## src/hdl/clf_pkg.sv

```systemverilog
// ---------------------------------------------------------------------------
// clf_pkg
// Shared types and constants of the character-LCD write formatter.
// ---------------------------------------------------------------------------
package clf_pkg;

    localparam int NUMBER_WIDTH_DEF = 32;
    localparam int MAX_DIGITS_DEF   = 10;
    localparam int LINE_COLUMNS_DEF = 16;

    localparam int NUMBER_FIELD_W   = 32;
    localparam int CFG_INDEX_W      = 2;

    localparam logic [7:0] ROW0_BASE  = 8'h80;
    localparam logic [7:0] ROW1_BASE  = 8'hC0;
    localparam logic [7:0] ASCII_ZERO = 8'h30;

    localparam logic [7:0] WRAP_INDEX_RST    = 8'd15;
    localparam logic [7:0] LINE2_COMMAND_RST = 8'hC0;
    localparam logic [7:0] CLEAR_COMMAND_RST = 8'h01;

    localparam logic [CFG_INDEX_W-1:0] CFG_WRAP_INDEX    = 2'd0;
    localparam logic [CFG_INDEX_W-1:0] CFG_LINE2_COMMAND = 2'd1;
    localparam logic [CFG_INDEX_W-1:0] CFG_CLEAR_COMMAND = 2'd2;

    localparam logic RS_COMMAND = 1'b0;
    localparam logic RS_DATA    = 1'b1;

    typedef enum logic [2:0] {
        ACT_COMMAND   = 3'd0,
        ACT_CHAR      = 3'd1,
        ACT_STR_CHAR  = 3'd2,
        ACT_NUMBER    = 3'd3,
        ACT_CURSOR    = 3'd4,
        ACT_CLEAR     = 3'd5
    } t_action;

    typedef enum logic [2:0] {
        S_IDLE,
        S_CHAR,
        S_CONV,
        S_SKIP,
        S_DIGIT
    } t_state;

    // status of the decimal converter seen by the sequencer
    typedef struct packed {
        logic       busy;
        logic       overflow;
        logic [3:0] digit;
    } t_bcd_status;

endpackage

```

## src/hdl/clf_bin2bcd.sv

```systemverilog
// ---------------------------------------------------------------------------
// clf_bin2bcd
// Bit-serial binary to decimal converter (shift and add three), followed by
// a digit shifter that presents the most significant digit first.
// ---------------------------------------------------------------------------
module clf_bin2bcd #(
    parameter int NUMBER_WIDTH = clf_pkg::NUMBER_WIDTH_DEF,
    parameter int MAX_DIGITS   = clf_pkg::MAX_DIGITS_DEF
) (
    input  logic                    i_clk,
    input  logic                    i_rst_n,
    input  logic                    i_start,
    input  logic [NUMBER_WIDTH-1:0] i_value,
    input  logic                    i_shift,
    output clf_pkg::t_bcd_status    o_status
);

    localparam int BCD_W = 4 * MAX_DIGITS;
    localparam int CNT_W = $clog2(NUMBER_WIDTH + 1);

    logic [NUMBER_WIDTH-1:0] r_bin;
    logic [BCD_W-1:0]        r_bcd;
    logic [CNT_W-1:0]        r_cnt;
    logic                    r_busy;
    logic                    r_ovf;
    logic [BCD_W-1:0]        adj;

    // add three to every digit of five or more before doubling
    always_comb begin
        adj = r_bcd;
        for (int i = 0; i < MAX_DIGITS; i++) begin
            if (r_bcd[4*i +: 4] >= 4'd5) begin
                adj[4*i +: 4] = r_bcd[4*i +: 4] + 4'd3;
            end
        end
    end

    always_ff @(posedge i_clk) begin
        if (!i_rst_n) begin
            r_busy <= 1'b0;
            r_cnt  <= '0;
            r_ovf  <= 1'b0;
        end else if (i_start) begin
            r_busy <= 1'b1;
            r_cnt  <= CNT_W'(NUMBER_WIDTH);
            r_ovf  <= 1'b0;
        end else if (r_busy) begin
            // carry out of the top digit means the value has outgrown the digit count
            r_ovf  <= r_ovf | adj[BCD_W-1];
            r_cnt  <= r_cnt - CNT_W'(1);
            r_busy <= (r_cnt != CNT_W'(1));
        end
    end

    always_ff @(posedge i_clk) begin
        if (i_start) begin
            r_bin <= i_value;
            r_bcd <= '0;
        end else if (r_busy) begin
            r_bin <= r_bin << 1;
            r_bcd <= {adj[BCD_W-2:0], r_bin[NUMBER_WIDTH-1]};
        end else if (i_shift) begin
            r_bcd <= {r_bcd[BCD_W-5:0], 4'b0000};
        end
    end

    assign o_status.busy     = r_busy;
    assign o_status.overflow = r_ovf;
    assign o_status.digit    = r_bcd[BCD_W-1 -: 4];

endmodule

```

## src/hdl/char_lcd_write_formatter_core.sv

```systemverilog
// ---------------------------------------------------------------------------
// char_lcd_write_formatter_core: display requests to character-LCD writes.
// A one-write request shows its word on the master side in the cycle after accept;
// a number is converted bit by bit, then leading zeros are skipped and one digit a cycle
// is loaded, most significant first, whenever the output register is free.
// Next item is taken once the last word is loaded and the output register is free.
// Reset (synchronous, active low) restores the config registers and position 0.
// ---------------------------------------------------------------------------
module char_lcd_write_formatter_core #(
    parameter int NUMBER_WIDTH = clf_pkg::NUMBER_WIDTH_DEF,
    parameter int MAX_DIGITS   = clf_pkg::MAX_DIGITS_DEF,
    parameter int LINE_COLUMNS = clf_pkg::LINE_COLUMNS_DEF
) (
    input  logic                              i_clk,
    input  logic                              i_rst_n,
    input  logic                              i_cfg_we,
    input  logic [clf_pkg::CFG_INDEX_W-1:0]   i_cfg_index,
    input  logic [7:0]                        i_cfg_data,
    input  logic                              s_axis_tvalid,
    output logic                              s_axis_tready,
    // byte_value[7:0], number_value[39:8], cursor_row[47:40], cursor_col[55:48]
    input  logic [55:0]                       s_axis_tdata,
    // action[2:0], string_start[3]
    input  logic [3:0]                        s_axis_tuser,
    output logic                              m_axis_tvalid,
    input  logic                              m_axis_tready,
    // bus_byte[7:0]
    output logic [7:0]                        m_axis_tdata,
    // reg_select[0]
    output logic                              m_axis_tuser,
    output logic                              m_axis_tlast
);

    localparam int DIG_W = $clog2(MAX_DIGITS + 1);

    logic [7:0]  r_wrap_index, r_line2_cmd, r_clear_cmd;
    logic [7:0]  r_str_pos, n_str_pos;
    logic [7:0]  r_char, n_char;
    logic [DIG_W-1:0] r_dig_left, n_dig_left;
    clf_pkg::t_state r_state, n_state;

    logic        r_out_valid, n_out_valid;
    logic [7:0]  r_out_byte, n_out_byte;
    logic        r_out_rs, n_out_rs;
    logic        r_out_last, n_out_last;

    logic        out_free;
    logic        in_accept;
    logic        bcd_start;
    logic        bcd_shift;
    logic [NUMBER_WIDTH-1:0] num_value;
    clf_pkg::t_bcd_status bcd;

    clf_pkg::t_action in_action;
    logic [7:0]  in_byte, in_row, in_col;
    logic        in_start;
    logic [7:0]  pos_eff, cur_addr;

    assign in_action = clf_pkg::t_action'(s_axis_tuser[2:0]);
    assign in_start  = s_axis_tuser[3];
    assign in_byte   = s_axis_tdata[7:0];
    assign in_row    = s_axis_tdata[47:40];
    assign in_col    = s_axis_tdata[55:48];

    generate
        if (NUMBER_WIDTH <= clf_pkg::NUMBER_FIELD_W) begin : g_num_narrow
            assign num_value = s_axis_tdata[8 +: NUMBER_WIDTH];
        end else begin : g_num_wide
            assign num_value = {{(NUMBER_WIDTH - clf_pkg::NUMBER_FIELD_W){1'b0}},
                                s_axis_tdata[39:8]};
        end
    endgenerate

    assign out_free      = !r_out_valid || m_axis_tready;
    assign s_axis_tready = (r_state == clf_pkg::S_IDLE) && out_free;
    assign in_accept     = s_axis_tvalid && s_axis_tready;
    assign pos_eff       = in_start ? 8'd0 : r_str_pos;

    always_comb begin
        if (in_row == 8'd0) begin
            cur_addr = clf_pkg::ROW0_BASE;
        end else if (in_row == 8'd1) begin
            cur_addr = clf_pkg::ROW1_BASE;
        end else begin
            cur_addr = 8'd0;
        end
        if (in_col < 8'(LINE_COLUMNS)) begin
            cur_addr = cur_addr + in_col;
        end
    end

    // configuration registers
    always_ff @(posedge i_clk) begin
        if (!i_rst_n) begin
            r_wrap_index <= clf_pkg::WRAP_INDEX_RST;
            r_line2_cmd  <= clf_pkg::LINE2_COMMAND_RST;
            r_clear_cmd  <= clf_pkg::CLEAR_COMMAND_RST;
        end else if (i_cfg_we) begin
            unique case (i_cfg_index)
                clf_pkg::CFG_WRAP_INDEX:    r_wrap_index <= i_cfg_data;
                clf_pkg::CFG_LINE2_COMMAND: r_line2_cmd  <= i_cfg_data;
                clf_pkg::CFG_CLEAR_COMMAND: r_clear_cmd  <= i_cfg_data;
                default: begin
                end
            endcase
        end
    end

    always_comb begin
        n_state     = r_state;
        n_str_pos   = r_str_pos;
        n_char      = r_char;
        n_dig_left  = r_dig_left;
        n_out_valid = r_out_valid && !m_axis_tready;
        n_out_byte  = r_out_byte;
        n_out_rs    = r_out_rs;
        n_out_last  = r_out_last;
        bcd_start   = 1'b0;
        bcd_shift   = 1'b0;

        unique case (r_state)
            clf_pkg::S_IDLE: begin
                if (in_accept) begin
                    unique case (in_action)
                        clf_pkg::ACT_COMMAND, clf_pkg::ACT_CHAR: begin
                            n_out_valid = 1'b1;
                            n_out_byte  = in_byte;
                            n_out_rs    = (in_action == clf_pkg::ACT_CHAR);
                            n_out_last  = 1'b1;
                        end
                        clf_pkg::ACT_STR_CHAR: begin
                            n_str_pos   = pos_eff + 8'd1;
                            n_out_valid = 1'b1;
                            if (pos_eff == r_wrap_index) begin
                                // line-two command first, hold the character
                                n_out_byte = r_line2_cmd;
                                n_out_rs   = clf_pkg::RS_COMMAND;
                                n_out_last = 1'b0;
                                n_char     = in_byte;
                                n_state    = clf_pkg::S_CHAR;
                            end else begin
                                n_out_byte = in_byte;
                                n_out_rs   = clf_pkg::RS_DATA;
                                n_out_last = 1'b1;
                            end
                        end
                        clf_pkg::ACT_NUMBER: begin
                            bcd_start  = 1'b1;
                            n_dig_left = DIG_W'(MAX_DIGITS);
                            n_state    = clf_pkg::S_CONV;
                        end
                        clf_pkg::ACT_CURSOR: begin
                            n_out_valid = 1'b1;
                            n_out_byte  = cur_addr;
                            n_out_rs    = clf_pkg::RS_COMMAND;
                            n_out_last  = 1'b1;
                        end
                        clf_pkg::ACT_CLEAR: begin
                            n_out_valid = 1'b1;
                            n_out_byte  = r_clear_cmd;
                            n_out_rs    = clf_pkg::RS_COMMAND;
                            n_out_last  = 1'b1;
                        end
                        default: begin
                        end
                    endcase
                end
            end
            clf_pkg::S_CHAR: begin
                if (out_free) begin
                    n_out_valid = 1'b1;
                    n_out_byte  = r_char;
                    n_out_rs    = clf_pkg::RS_DATA;
                    n_out_last  = 1'b1;
                    n_state     = clf_pkg::S_IDLE;
                end
            end
            clf_pkg::S_CONV: begin
                if (!bcd.busy) begin
                    n_state = clf_pkg::S_SKIP;
                end
            end
            clf_pkg::S_SKIP: begin
                // drop leading zeros, keeping the last digit, unless the value overflowed the digit count
                if (!bcd.overflow && bcd.digit == 4'd0 && r_dig_left > DIG_W'(1)) begin
                    bcd_shift  = 1'b1;
                    n_dig_left = r_dig_left - DIG_W'(1);
                end else begin
                    n_state = clf_pkg::S_DIGIT;
                end
            end
            clf_pkg::S_DIGIT: begin
                if (out_free) begin
                    bcd_shift   = 1'b1;
                    n_out_valid = 1'b1;
                    n_out_byte  = clf_pkg::ASCII_ZERO + {4'b0000, bcd.digit};
                    n_out_rs    = clf_pkg::RS_DATA;
                    n_out_last  = (r_dig_left == DIG_W'(1));
                    n_dig_left  = r_dig_left - DIG_W'(1);
                    if (r_dig_left == DIG_W'(1)) begin
                        n_state = clf_pkg::S_IDLE;
                    end
                end
            end
            default: begin
                n_state = clf_pkg::S_IDLE;
            end
        endcase
    end

    always_ff @(posedge i_clk) begin
        if (!i_rst_n) begin
            r_state     <= clf_pkg::S_IDLE;
            r_str_pos   <= 8'd0;
            r_dig_left  <= '0;
            r_out_valid <= 1'b0;
        end else begin
            r_state     <= n_state;
            r_str_pos   <= n_str_pos;
            r_dig_left  <= n_dig_left;
            r_out_valid <= n_out_valid;
        end
    end

    always_ff @(posedge i_clk) begin
        r_char     <= n_char;
        r_out_byte <= n_out_byte;
        r_out_rs   <= n_out_rs;
        r_out_last <= n_out_last;
    end

    clf_bin2bcd #(
        .NUMBER_WIDTH (NUMBER_WIDTH),
        .MAX_DIGITS   (MAX_DIGITS)
    ) u_bin2bcd (
        .i_clk    (i_clk),
        .i_rst_n  (i_rst_n),
        .i_start  (bcd_start),
        .i_value  (num_value),
        .i_shift  (bcd_shift),
        .o_status (bcd)
    );

    assign m_axis_tvalid = r_out_valid;
    assign m_axis_tdata  = r_out_byte;
    assign m_axis_tuser  = r_out_rs;
    assign m_axis_tlast  = r_out_last;

    a_ready_only_idle: assert property (@(posedge i_clk) disable iff (!i_rst_n)
        s_axis_tready |-> r_state == clf_pkg::S_IDLE)
        else $error("input taken outside idle");

    a_number_starts_conv: assert property (@(posedge i_clk) disable iff (!i_rst_n)
        (in_accept && in_action == clf_pkg::ACT_NUMBER) |=> bcd.busy)
        else $error("converter did not start");

    a_digits_pending: assert property (@(posedge i_clk) disable iff (!i_rst_n)
        (r_state == clf_pkg::S_SKIP || r_state == clf_pkg::S_DIGIT) |-> r_dig_left != '0)
        else $error("digit count ran out");

    a_open_item_busy: assert property (@(posedge i_clk) disable iff (!i_rst_n)
        (r_out_valid && !r_out_last) |-> r_state != clf_pkg::S_IDLE)
        else $error("non-final word while idle");

endmodule

```

## config.mk

```make
export PLATFORM = sky130hd
export DESIGN_NAME = char_lcd_write_formatter_core
export DESIGN_NICKNAME = d
export VERILOG_FILES = /design/src/hdl/clf_pkg.sv /design/src/hdl/clf_bin2bcd.sv /design/src/hdl/char_lcd_write_formatter_core.sv
export SDC_FILE = /design/constraint.sdc
export NUM_CORES = 1
export LEC_CHECK = 0
export BUFFER_PORTS_ARGS = -buffer_cell sky130_fd_sc_hd__buf_2
export CAP_MARGIN = 20
export CELL_PAD_IN_SITES_DETAIL_PLACEMENT = 0
export CELL_PAD_IN_SITES_GLOBAL_PLACEMENT = 1
export CORE_ASPECT_RATIO = 1.1
export CORE_MARGIN = 4
export CORE_UTILIZATION = 30
export CTS_BUF_LIST = sky130_fd_sc_hd__clkbuf_16
export CTS_CLUSTER_DIAMETER = 100
export DETAILED_ROUTE_END_ITERATION = 16
export PLACE_DENSITY = 0.69
export RECOVER_POWER = 100
export SLEW_MARGIN = 15
export SYNTH_ARGS = -nofsm -noshare
export SYNTH_HDL_FRONTEND = slang
export SYNTH_SLANG_ARGS = --single-unit
```

## constraint.sdc

```tcl
create_clock -name i_clk -period 6.56 [get_ports i_clk]
set_input_delay 0.656 -clock i_clk [delete_from_list [all_inputs] [get_ports i_clk]]
set_output_delay 0.656 -clock i_clk [all_outputs]
set_load 0.02 [all_outputs]
```

==> run_results.csv <==
group,metric,value,unit
cts,cts.sinks,138,
detailed_routing,wl,19000,um
sta,setup_viol,0,
setup_path,critPathKind,"register to register",
yosys,synth_compound_area_share,19.8,%
sta,finalHoldViolations,0,
setup_path,critPathMaxFanout,53,
detailed_routing,drc,0,
cts,clk_latency,430,ps
cts,path_clk_slew,70,ps
floorplan,top_level_ports,87,
cts,h-tree-depth,4,
setup_path,cp-end-kind,"register",
floorplan,coreArea,26000,um2
yosys,synth_adder_area_share,4.28,%
detailed_routing,vias_per_cell,5.02,
cts,cts-root-buf,"clkbuf_16",
placed_design,io_buffers,86,
layout,area_growth,14.4,%
sta,final.setup.tns,0,ps
detailed_routing,antenna_left,0,
floorplan,die_y,178,um
sta,post-route-period-util,60.2,%
setup_path,path_cells,"and3b_1 > o311a_2 > a31o_1 > nand2b_1 > nor2_1 > a211oi_1",
layout,fin_area,9030,um2
global_routing,grt_overflow,0,
yosys,synth_top_family_by_area,"compound AO/OA/AOI/OAI gates",
sta,final_max_slew_viol_count,96,
detailed_routing,drtIter0Drc,360,
yosys,synth.mux.area_fraction,9.19,%
placed_design,dp_hpwl,13200,um
yosys,yosysSeqAreaShare,41.3,%
cts,cts_tree,"built",
yosys,synthesis.area,7900,um2
cts,numCtsBuffers,17,
run,cap_violations,3,
run_status,outcome,"finished, violations left",
setup_path,critPathRequiredTime,6880,ps
yosys,syn-num-nets,933,
yosys,synthArstFlopShare,0,%
yosys,synth_top_area_share,22.3,%
sta,fmax,0.253,GHz
floorplan,dieArea,29000,um2
global_routing,antenna_found_initial,0,
yosys,synth-edff-count,50,
yosys,avgSynthCellArea,9.50,um2
yosys,synth_cell_type_count,81,
setup_path,cp_top_family,"compound AO/OA/AOI/OAI gates",
global_routing,grt_pass1_wl,31000,um
setup_path,crit_slowest_cell,"a31o_1",
yosys,ys_ff_latch,138,
yosys,synthXorXnorAreaFrac,2.11,%
cts,cts_buffer_depth,2,
setup_path,crit_buf_inv,0,
global_routing,grt_usage,13.1,%
sta,worstMarginPinSlew,2020,ps
yosys,synth-simple-area-share,17.8,%
sta,rsz0062_at_grt,"false",
setup_path,arrival,4270,ps
setup_path,worst_setup_path_start_kind,"register",
yosys,synth_area_leaders,"dfxtp_1, edfxtp_1, mux2_2, a211oi_1, ha_1",
yosys,synthCells,831,
global_routing,grt_start_max_net_pins,76,
detailed_routing,firstDrtPassIters,4,
detailed_routing,wl_per_cell,15.2,um
sta,slew_headroom,-34.8,%
floorplan,die_w,163,um
worst_hold_path,hp-class,"register to register",
layout,drive_gt1_share,16.7,%
yosys,synth_ff_type,"dfxtp_1",
power_and_ir_drop,peakVddDrop,0.169,mV
floorplan,num_rows,62,
cts,cts_hold_buf,0,
yosys,yosysTopAreaCell,"dfxtp_1",
cts,cts_setup_buffers,0,
layout,nNetsFinal,989,
floorplan,start_util,30.4,%
sta,period_minus_slack,3950,ps
global_routing,grt_pass1_vias,5965,
yosys,ys_warn_count,0,
cts,ctsResizeCount,0,
placed_design,dpl_cell_area,8540,um2
detailed_routing,vias,6282,
sta,clock_skew,12.2,ps
power_and_ir_drop,p_per_area,320,nW/um2
run_status,violations,"max-capacitance violations, max-slew violations",
placed_design,gp_congestion,0.771,
setup_path,max_stage_delay,1480,ps
power_and_ir_drop,p_leak,3.36,nW
layout,antenna_cells,0,
==> metal layers <==
metal  track usage, %  vias to the layer above  routed length, um
li1                 -                     3190                  -
met1             17.2                     2967               8890
met2             21.9                      105               9280
met3             2.59                       20                579
met4             4.02                        0                285
met5                0                        -                  0
==> cell usage after synthesis, types with 5 or more instances <==
| cell | n |
|---|---|
| nand3b_1 | 7 |
| and4_1 | 5 |
| nand3_1 | 8 |
| nor2b_1 | 25 |
| a211oi_1 | 47 |
| nand2_1 | 54 |
| dfxtp_1 | 88 |
| buf_6 | 6 |
| buf_2 | 9 |
| inv_1 | 36 |
| o21a_1 | 12 |
| xor2_1 | 6 |
| ha_1 | 27 |
| nor4_1 | 8 |
| a21oi_1 | 46 |
| o21ai_0 | 19 |
| xnor2_1 | 13 |
| o211ai_1 | 5 |
| buf_1 | 6 |
| o32ai_1 | 5 |
| nand2b_1 | 17 |
| nor3_1 | 22 |
| nor2_1 | 79 |
| a211oi_2 | 5 |
| o32a_1 | 7 |
| mux2i_1 | 26 |
| clkbuf_1 | 31 |
| mux2_1 | 5 |
| nand4_1 | 5 |
| edfxtp_1 | 50 |
| a31oi_1 | 28 |
| mux2_2 | 35 |
==> layout make-up <==
| cell class | instances | area (um2) |
|---|---|---|
| clock buffers | 17 | 425 |
| clock inverters | 15 | 158 |
| fillers | 2680 | 17000 |
| inverters | 37 | 139 |
| multi-input cells | 599 | 4160 |
| flip-flops and latches | 138 | 3260 |
| well taps | 352 | 440 |
| repair buffers | 94 | 447 |
==> state kept, by name, summed over array words and instances, names as in the netlist <==
register,cells
r_wrap_index,8
m_axis_tuser,1
u_bin2bcd.r_bcd,40
r_state,3
m_axis_tvalid,1
u_bin2bcd.r_bin,32
m_axis_tdata,8
r_char,8
r_clear_cmd,8
r_line2_cmd,8
u_bin2bcd.r_busy,1
u_bin2bcd.r_cnt,6
r_str_pos,8
r_dig_left,4
u_bin2bcd.r_ovf,1
m_axis_tlast,1
==> worst reg2reg max path, cell delays in order (launching register included) <==
cell and delay [ps]:
dfxtp_1 820, and3b_1 290, o311a_2 220, a31o_1 1480, nand2b_1 720, nor2_1 90
a211oi_1 240
==> per-stage QoR <==
step | cells | total power, mW | hold WS [ps] | setup WS (ps) | utilization, %
2_1_floorplan | 831 | 1.77 | 444 | 2490 | -
3_3_place_gp | 1219 | 1.95 | 459 | 3490 | 32.9
3_5_place_dp | 1219 | 1.96 | 461 | 3340 | 32.9
4_1_cts | 1251 | 2.94 | 420 | 3680 | 35.1
5_1_grt | 1252 | 3.10 | 474 | 2190 | 34.8
6_report | 1252 | 2.89 | 484 | 2610 | 34.8
==> where the power goes <==
| part | total, mW | switching [mW] | internal, mW |
|---|---|---|---|
| clock network | 0.964 | 0.426 | 0.538 |
| logic | 0.752 | 0.409 | 0.342 |
| registers | 1.18 | 0.156 | 1.02 |
| total | 2.89 | 0.992 | 1.90 |
==> cells by family (layout without fill, tap and decap cells) <==
family                     count (synthesis)  in the layout
AOI/OAI and AO/OA                        218            218
xor gates and xnor gates                  19             19
adders and majority gates                 27             27
buffers and inverters                     94            163
DFF                                      138            138
muxes                                     67             67
and+or+nand+nor                          268            268
==> layout by cell type (no fill, tap or decap), drive strengths merged, types with 8 or more instances in the layout <==
cell / n
dfxtp: 88
nor2: 82
buf: 67
nand2: 54
a211oi: 52
edfxtp: 50
a21oi: 47
inv: 46
clkbuf: 44
mux2: 41
a31oi: 28
ha: 27
mux2i: 26
nor2b: 25
nor3: 22
o21ai: 20
nand2b: 18
xnor2: 13
o21a: 12
nand3: 9
nor4: 9
o32a: 8
==> worst paths after layout <==
| kind | startpoint | to | slack, ps | cells past startpoint |
|---|---|---|---|---|
| worst min-delay path | r_clear_cmd[0] | r_clear_cmd[0] | 480 | 2 |
| worst max register to register | r_state[1] | u_bin2bcd.r_bcd[20] | 2610 | 6 |
| worst max-delay path | r_state[1] | u_bin2bcd.r_bcd[20] | 2610 | 6 |
| worst min register to register | r_clear_cmd[0] | r_clear_cmd[0] | 480 | 2 |
(Power assumes the default switching activity.)
